==> config.mk <==
export PLATFORM = sky130hd
export DESIGN_NAME = mbs_ram
export DESIGN_NICKNAME = d
export VERILOG_FILES = /design/src/rtl/core/maze_backtracker_step_top_defines.svh /design/src/rtl/core/mbs_ram.sv
export SDC_FILE = /design/constraint.sdc
export NUM_CORES = 1
export LEC_CHECK = 0
export ABC_AREA = 0
export ABC_CLOCK_PERIOD_IN_PS = 3300
export BUFFER_PORTS_ARGS = -buffer_cell sky130_fd_sc_hd__clkbuf_2
export CAP_MARGIN = 20
export CORE_ASPECT_RATIO = 0.5
export CORE_UTILIZATION = 40
export DETAILED_ROUTE_END_ITERATION = 16
export GPL_ROUTABILITY_DRIVEN = 0
export MAX_ROUTING_LAYER = met4
export PLACE_DENSITY_LB_ADDON = 0.3
export SLEW_MARGIN = 20
export SYNTH_ARGS = -nofsm -noshare
export SYNTH_HDL_FRONTEND = slang
export SYNTH_SLANG_ARGS = --single-unit
==> constraint.sdc <==
create_clock -name clock -period 3.3 [get_ports clock]
set_input_delay 0.33 -clock clock [delete_from_list [all_inputs] [get_ports clock]]
set_output_delay 0.33 -clock clock [all_outputs]
set_load 0.005 [all_outputs]
==> src/rtl/core/maze_backtracker_step_top_defines.svh <==
// ----------------------------------------------------------------------------
// Assertion macros for the maze backtracker step block
// Shared concurrent assertion forms, clocked on clock and disabled in reset.
// ----------------------------------------------------------------------------
`ifndef MAZE_BACKTRACKER_STEP_TOP_DEFINES_SVH
`define MAZE_BACKTRACKER_STEP_TOP_DEFINES_SVH

// Consequent must hold in the same cycle as the antecedent.
`define MBS_ASSERT_NOW(label, ante, cons, msg) \
   label: assert property (@(posedge clock) disable iff (reset) (ante) |-> (cons)) \
      else $error(msg);

// Consequent must hold in the cycle after the antecedent.
`define MBS_ASSERT_NEXT(label, ante, cons, msg) \
   label: assert property (@(posedge clock) disable iff (reset) (ante) |=> (cons)) \
      else $error(msg);

`endif

==> src/rtl/core/mbs_ram.sv <==
// ----------------------------------------------------------------------------
// Generic synchronous RAM
// One write port, one read port, read data registered.
// ----------------------------------------------------------------------------
module mbs_ram #(
   parameter int WIDTH = 8,
   parameter int DEPTH = 16
) (
   input  logic                     clock,
   input  logic                     wr_en,
   input  logic [$clog2(DEPTH)-1:0] wr_addr,
   input  logic [WIDTH-1:0]         wr_data,
   input  logic                     rd_en,
   input  logic [$clog2(DEPTH)-1:0] rd_addr,
   output logic [WIDTH-1:0]         rd_data
);

   logic [WIDTH-1:0] mem_ff [DEPTH];
   logic [WIDTH-1:0] rd_data_ff;

   always_ff @(posedge clock) begin
      if (wr_en) begin
         mem_ff[wr_addr] <= wr_data;
      end
      if (rd_en) begin
         rd_data_ff <= mem_ff[rd_addr];
      end
   end

   assign rd_data = rd_data_ff;

endmodule

* After elaboration in Yosys (flattened, before gate mapping) *
Memories as Yosys holds them, arrays and structs flattened. A register that Yosys moved wholly into a read port is not among the register bits.
Cells that the tools add are included.

word-level totals
  memories kept = 1
  output and inout port bits = 8
  input port bits = 19
  flip-flop bits (word level) = 0
  bits in writable memories = 128
  word-level logic and storage cells = 3

memory list
  memory  words  width  rd ports  clocked after memory_dff  write ports  line           RTL
  mem_ff  16     8      1         1                         1            mbs_ram.sv:18  logic [WIDTH-1:0] mem_ff [DEPTH];

cells by class
  multiplexer cells = 2

operator list
  operator  count
  $mux 1    2

* Depth between registers and ports, before layout *
Gate-level depths: netlist (run 1).

  depth in word-level cells = 2
  depth in mapped cells = 5
  gate-level depth less buffers = 3

* Least setup slack after synthesis (run 1) *
Ideal clock, no wire load.

  kind = input to register
  from = input port wr_addr[2]
  to = memory mem_ff[0][0] (enable)
  data arrival time = 1.440 ns
  stages = 2
  buffers on the path = 0
  required time = 2.917 ns
  setup slack = 1.477 ns
  setup time = 0.383 ns
  cells stage by stage = or3b_2 -> nor3_1

RTL lines
  element      line           RTL
  from (decl)  mbs_ram.sv:11  input logic [$clog2(DEPTH)-1:0] wr_addr,
  to (decl)    mbs_ram.sv:18

No word-level cell before the write port.

==> metrics list, run 1 <==
* CTS sink cnt: about 140
- Number of instances in the synthesized netlist: between 200 and 250
- CTS built an H-tree with a depth of 4.
- Routed wire length per instance: 21.9 um
* Max-cap viol count: 0
- Critical path endpoint category: flip-flop
- In this run, the number of DRC markers left after iteration 0 of detailed routing was 245.
- Slowest stage cell on the critical path: mux4_1
- The number of global-route vias before repair was 2473.
- Post-Syn Area per Cell: 22.8 um^2
- The HPWL after detailed placement is about 6.1 mm.
- Run status: finished clean
* Synthesized Nets: roughly 250
- Total die area: 13600 um^2
- Element type at the critical path start: primary input
- Areal power density over the cells: ~660 nW/um^2
- Endpoint of the worst-slack reg-to-reg timing path: rd_data[2]
- Multi-input logic area: 1060 um^2
- Post-Route Setup TNS: 0 ns
- Buffers placed on the I/O ports in this run total 26.
- Unique masters post-synth: 18
- Die height: between 80 and 90 um
- Required time of the worst setup path: 3.46 ns
- Fraction of final layout cells with drive strength greater than 1: 0.278
* Register-to-register path setup slack: between 1.5 and 2 ns
* Area fraction of the dominant cell type after synthesis: 0.781
* Slew HR: 0.344
- Excluding fillers, the count of instances in the completed layout stands at around 450.
- The first detailed-routing pass ran for 4 iterations.
- The share of the Yosys chip area taken by registers is 0.781.
- Depth of the worst register-to-register path: 3
- Buffers from clock root to sink, at most: 2
* Number of buffers added by the clock tree synthesis step: 17
* Fin crit period: around 1.8 ns
- Setup repair after global routing left no endpoint under its margin.
* Delay of the slowest cell on the worst path: 0.56 ns
- Final slew viol count: 0
- Worst-path cell chain: clkbuf_2, buf_12, mux4_1, a22oi_1, nand2_1
- Antenna violations before repair: 0
- The first global-routing pass estimated between 15 and 20 mm of wire.
* Antenna diode instance count: 0
* Highest fanout seen on the critical path: 20
* Post-route ant nets: 0
* Maximum ir drop on the vdd rail: between 0.4 and 0.5 mV
- Skew-Pair Late Insertion Delay: about 0.4 ns
- Counting the fill cells in the layout gives approximately 1000.
- In this run, synthesis produced a sequential element count of between 100 and 150.
* Startpoint of the lowest-slack hold path: rd_en
- Final hold violation count: 0
- The initial utilization of the core area, before any placement, comes to 0.412.
* End point of the most critical hold path: rd_data[7]
- Transition at the pin with the smallest max-transition slack: between 0.9 and 1 ns
* Final setup viols: 0
- TritonCTS built the clock tree.
- In the finished design, the share of the clock period the worst path needs comes to 0.542.
- In this design, the largest share of critical-path delay is due to buffers and inverters.
- Clock tree synthesis selected as its root buffer the cell clkbuf_16.
- Sum of overflow across all layers after global routing: 0
- STA puts the critical path data arrival time at 1.95 ns.
* Detailed Route WL: between 9 and 10 mm
- The number of hold buffers added after CTS was 0.
- Summed over all cells, the static leakage comes to approximately 2 nW.
- Via density per instance: about 5.4
- GRT Util Overall: 0.167
- Relative to the synthesized area, the layout overhead comes to 17.5%.
- Die width: 164 um
* Number of vias after detailed routing: between 2000 and 2500
- The worst register-to-register path begins at mem_ff[1][2].
- Post-CTS setup-driven buffer insertion count: 0
- Counting tap cells, the placed design contains a total of roughly 420 instances.
- Total buffers and inverters traversed by the critical path: 2
- The synthesized design spends more area on one cell type than any other, namely edfxtp_1.
- Cell area after synthesis: roughly 5200 um^2
* Worst Clk Skew: 0.0165 ns
- In this run the count of I/O pins placed on the die edge is 27.
- Flip-flop and latch area: 4080 um^2
- Sorting the synthesized cells by area gives the leading types as edfxtp_1 78%, mux4_2 7.8%, mux4_1 7.0%.
- Entering global routing, the biggest net connects 33 pins.
- HP Class: in -> reg
- Clk pin slew, worst setup/hold paths: around 0.05 ns
- Area of the core region: around 13000 um^2
* Instance count along the most critical hold path: 1
- For this run, the number of Yosys warnings is 0.
- Row generation in the floorplan step produced 29 rows.
* Fin nets: 287
* Worst setup path class: in -> reg
- Achievable Freq: 559 MHz
- Number of cells upsized or downsized after cts: 0
* DRC: 0
==> state kept, by name, summed over array words and instances, names as in the netlist <==
register,cells
mem_ff,128
rd_data,8
==> synthesized netlist by cell type <==
cell type          n
mux4_1            14
or3b_2             1
buf_6              3
mux4_2            18
clkdlybuf4s25_2    3
nand2_1            9
nand2b_1           2
a22oi_1           16
edfxtp_1         136
and2_1             1
buf_2              3
nand3_1            1
nor2_1            13
buf_4              1
nand3b_1           2
and2b_1            1
nor3_1             4
nor2b_1            1
==> how the worst max path moves through the flow <==
stage / to / start / slack [ns] / depth (start not counted)
finish: rd_data[1] / rd_addr[0] / 1.51 / 5
CTS: rd_data[1] / rd_addr[0] / 1.51 / 5
global route: rd_data[1] / rd_addr[0] / 1.43 / 5
floorplan: mem_ff[0][0] / wr_addr[2] / 1.48 / 2
global placement: rd_data[1] / rd_addr[0] / 1.06 / 5
detailed placement: rd_data[1] / rd_addr[0] / 1.07 / 5
==> layer usage <==
metal  share of wire  global-route usage  wire length [um]
met1            0.47               0.230              4640
met2            0.47               0.237              4600
met3           0.060              0.0519               588
met4          0.0052              0.0581                51
met5               0                   -                 0
==> where the power goes <==
| group | internal, mW | switching, mW |
|---|---|---|
| registers | 1.95 | 0.00988 |
| logic | 0.0698 | 0.100 |
| clock network | 1.25 | 0.673 |
==> logic make-up (layout without fill, tap and decap cells) <==
family / Yosys count / count (layout) / synth area share
DFF: 136 / 136 / 0.781
and+or+nand+nor: 35 / 35 / 0.0314
muxes: 32 / 32 / 0.148
AOI/OAI and AO/OA: 16 / 16 / 0.0230
buffers and inverters: 10 / 62 / 0.0165
==> layout by cell type (no fill, tap or decap), types with 2 or more instances in the layout <==
cell and instances:
clkbuf_16 17, clkinv_2 2, clkinv_4 2, nor2_1 13
mux4_1 14, clkinv_1 3, mux4_2 18, clkinvlp_4 3
nor3_1 3, a22oi_1 16, nand2_1 9, nand2b_1 2
edfxtp_1 136, bufinv_16 4, nand3b_1 2, buf_4 3
clkbuf_2 26
==> worst register-to-register path: cells and delay by family (launching register included) <==
family,cells,cell delay (ns)
DFF,1,0.37
muxes,1,0.51
AOI/OAI and AO/OA,1,0.38
and+or+nand+nor,1,0.11
==> layout make-up <==
type,count,area share
Tap cell,170,0.0346
Multi-Input combinational cell,83,0.173
Clock buffer,18,0.0699
Clock inverter,14,0.0295
Sequential cell,136,0.665
Timing Repair Buffer,30,0.0281
==> through the flow <==
step / cell area [um^2] / utilization / setup WS [ns] / total power, mW / hold slack, ns
floorplan: 5230 / - / 1.48 / 2.09 / 0.429
global placement: 5530 / 0.436 / 1.06 / 2.16 / 0.731
detailed placement: 5530 / 0.436 / 1.07 / 2.17 / 0.734
CTS: 6140 / 0.484 / 1.51 / 4.09 / 0.304
global route: 6140 / 0.484 / 1.43 / 4.19 / 0.306
finish: 6140 / 0.484 / 1.51 / 4.05 / 0.309
(Power assumes the default switching activity.)
==> run 2: changes to the inputs <==
--- a/config.mk
+++ b/config.mk
@@ -6,7 +6,7 @@
 export NUM_CORES = 1
 export LEC_CHECK = 0
 export ABC_AREA = 0
-export ABC_CLOCK_PERIOD_IN_PS = 3300
+export ABC_CLOCK_PERIOD_IN_PS = 1850
 export BUFFER_PORTS_ARGS = -buffer_cell sky130_fd_sc_hd__clkbuf_2
 export CAP_MARGIN = 20
 export CORE_ASPECT_RATIO = 0.5
==> constraint.sdc (replaced) <==
create_clock -name clock -period 1.85 [get_ports clock]
set_input_delay 0.185 -clock clock [delete_from_list [all_inputs] [get_ports clock]]
set_output_delay 0.185 -clock clock [all_outputs]
set_load 0.005 [all_outputs]
==> run 2 against run 1 <==
Effect of this change: routed wire length grew 3.5%; flip-flop and latch count is the same; final cell count grew 5.1%; register-to-register slack lost 1.4 ns; count of clock-buffer cells in the layout is the same; core utilization grew 0.70 points; design area grew 1.4%; worst hold slack lost 0.12 ns; clock skew shrank 0.0093 ns; clock power grew 53%; setup slack lost 1.2 ns; via count grew 3.1%.
==> metrics list, run 2 (synthesis results as in run 1) <==
- The initial antenna violation count came to 0 (unchanged).
- The ratio of cells with drive above 1 in the final layout is 0.313 (+0.0349).
* Iter 0 DRT Violations: 202 (-18%)
* Number of buffers added by the clock tree synthesis step: 17 (unchanged)
- I/O pins: 27 (unchanged)
* Final setup viols: 0 (unchanged)
- Achievable Freq: around 630 MHz
- The flow ran to the end, and the final reports show no timing, DRC or antenna violations.
- Critical path endpoint category: flip-flop
- The worst register-to-register path begins at mem_ff[0][5].
- Overall Power: 6.78 mW (+67%)
* Depth of the CTS H-tree: 4 (unchanged)
- The die height is 82.8 um (unchanged).
* Areal power density over the cells: 1090 nW/um^2 (+65%)
- The HPWL reported at the end of detailed placement was 6.52 mm (+7.6%).
- The number of max-slew violations in the final report was 0 (unchanged).
* Maximum ir drop on the vdd rail: 0.666 mV (+63%)
- Buffers from clock root to sink, at most: 2 (unchanged)
* Depth of the worst register-to-register path: 3 (unchanged)
- The area of the die was 13600 um^2 (unchanged).
* Post-Route Setup TNS: 0 ns (unchanged)
- The library cell used most frequently in the layout, excluding fill and tap cells, is edfxtp_1.
* Number of vias after detailed routing: 2496 (+3.1%)
- The clock slew seen by the registers of the worst setup and hold paths was 0.06 ns (about the same).
- The worst slack on hold paths is 0.189 ns (-0.120 ns).
- Leaving out fill and tap cells, the most frequent cells in the layout are 136 x edfxtp_1, 26 x clkbuf_2, 25 x buf_4.
- The count of max-cap constraint violations came to 0 (unchanged).
* CTS sink cnt: 136 (unchanged)
- Share of the cycle needed by the critical path after routing: 0.857
* CTS tree: built
- Number of buffers added to fix hold violations after cts: 0 (unchanged)
- The root buffer cell chosen for the clock tree is clkbuf_16.
- The number of global-route vias before repair was 2607 (+5.4%).
- The ratio of routed vias to standard cells is 5.27 (-1.9%).
- The die width is 164 um (unchanged).
- The detail-routed net length per standard cell came to 21.6 um (-1.5%).
- The final setup skew was 0.00717 ns (-0.00930 ns).
* Endpoint of the worst-slack reg-to-reg timing path: rd_data[5]
- The leakage power summed over all cells was 2.11 nW (+4.1%).
- Register-to-register path setup slack: 0.26 ns (-1.41 ns)
- The number of resized instances in the post-cts repair step is 0 (unchanged).
* Post-route ant nets: 0 (unchanged)
* Arrival time of data at the critical path endpoint: 1.74 ns (-0.21 ns)
* DRC: 0 (unchanged)
- Setup repair after global routing left no endpoint under its margin.
- The maximum number of pins on one net before global-route repair is 24 (-27%).
* Crit path capture: rd_data[5]
- The number of buffers added for setup after CTS was 0 (unchanged).
- More flip-flops sit in one register than any other, and that register is mem_ff.
- The count of inserted antenna diode cells came to 0 (unchanged).
- From synthesis to final layout, the design area changed by 19.2%.
- By startpoint and endpoint, the worst setup path is classified as reg -> reg.
* Slew HR: 0.725 (+0.380)
- Fin crit period: 1.59 ns
- The count of buffers from port buffering is 26 (unchanged).
- Element type at the critical path start: flip-flop
- Skew-Pair Late Insertion Delay: 0.41 ns (about the same)
- The critical path starts at mem_ff[0][5].
- Detailed Route WL: 10.2 mm (+3.5%)
* Final hold violation count: 0 (unchanged)
- The total congestion overflow was 0 (unchanged).
- Fin nets: 310 (+8.0%)
* Initial core utilization: 0.412 (unchanged)
* HP Class: in -> reg
- The global routing usage summed across all routing layers is 0.173 (+0.00512).
- Wire length of the first global-routing pass: 15.6 mm (+4.0%)
- The number of search-and-repair iterations in the first detailed-routing pass is 4 (unchanged).
* Transition at the pin with the smallest max-transition slack: 0.413 ns (-0.567 ns)
- The total number of placement rows was 29 (unchanged).
- The flip-flop count of the largest register, all copies and words added is 128 (unchanged).
- The area of the core came to 12700 um^2 (unchanged).
- Util after Layout: 0.491 (+0.00700)
* Required time of the worst setup path: 2.00 ns (-1.46 ns)
* Highest fanout seen on the critical path: 1 (-95%)
[run 2: per-layer routing]
layer / vias to the layer above / global-route usage / part of all wire
met4: 0 / 0.0631 / 0.011
met5: - / - / 0
met3: 11 / 0.0544 / 0.066
met2: 90 / 0.244 / 0.46
li1: 1107 / - / -
met1: 1288 / 0.235 / 0.46
[run 2: worst max-delay path: stages (launching register included)]
cell and delay, ns:
edfxtp_1 0.36, mux4_1 0.49, a22oi_1 0.38, nand2_1 0.09
[run 2: how the worst min path moves through the flow]
stage,cells past startpoint,slack (ns),start,to
floorplan,0,0.28,wr_data[0],mem_ff[0][0]
global placement,1,0.60,rd_data[6],rd_data[6]
detailed placement,1,0.59,rd_data[7],rd_data[7]
CTS,1,0.17,rd_en,rd_data[7]
global route,1,0.17,rd_en,rd_data[3]
finish,1,0.19,rd_en,rd_data[3]
[run 2: cell type report]
| cell class | instances | area, um^2 |
|---|---|---|
| timing repair buffer | 53 | 358 |
| clock inverter | 14 | 90.1 |
| fill | 1002 | 6470 |
| tap | 170 | 213 |
| clock buffer | 18 | 429 |
| multi-input combinational | 83 | 1060 |
| sequential | 136 | 4080 |
[run 2: metrics by stage]
step                instances  instance area [um^2]  setup slack, ns
floorplan                 229                  5230            0.172
global placement          442                  5710          -0.0469
detailed placement        442                  5710          -0.0466
CTS                       474                  6230            0.283
global route              474                  6230            0.218
finish                    474                  6230            0.265
[run 2: power by group]
group	internal (mW)	total (mW)	switching [mW]
combinational	0.147	0.334	0.187
sequential	3.47	3.49	0.0180
clock	1.79	2.95	1.16
total	5.42	6.78	1.36
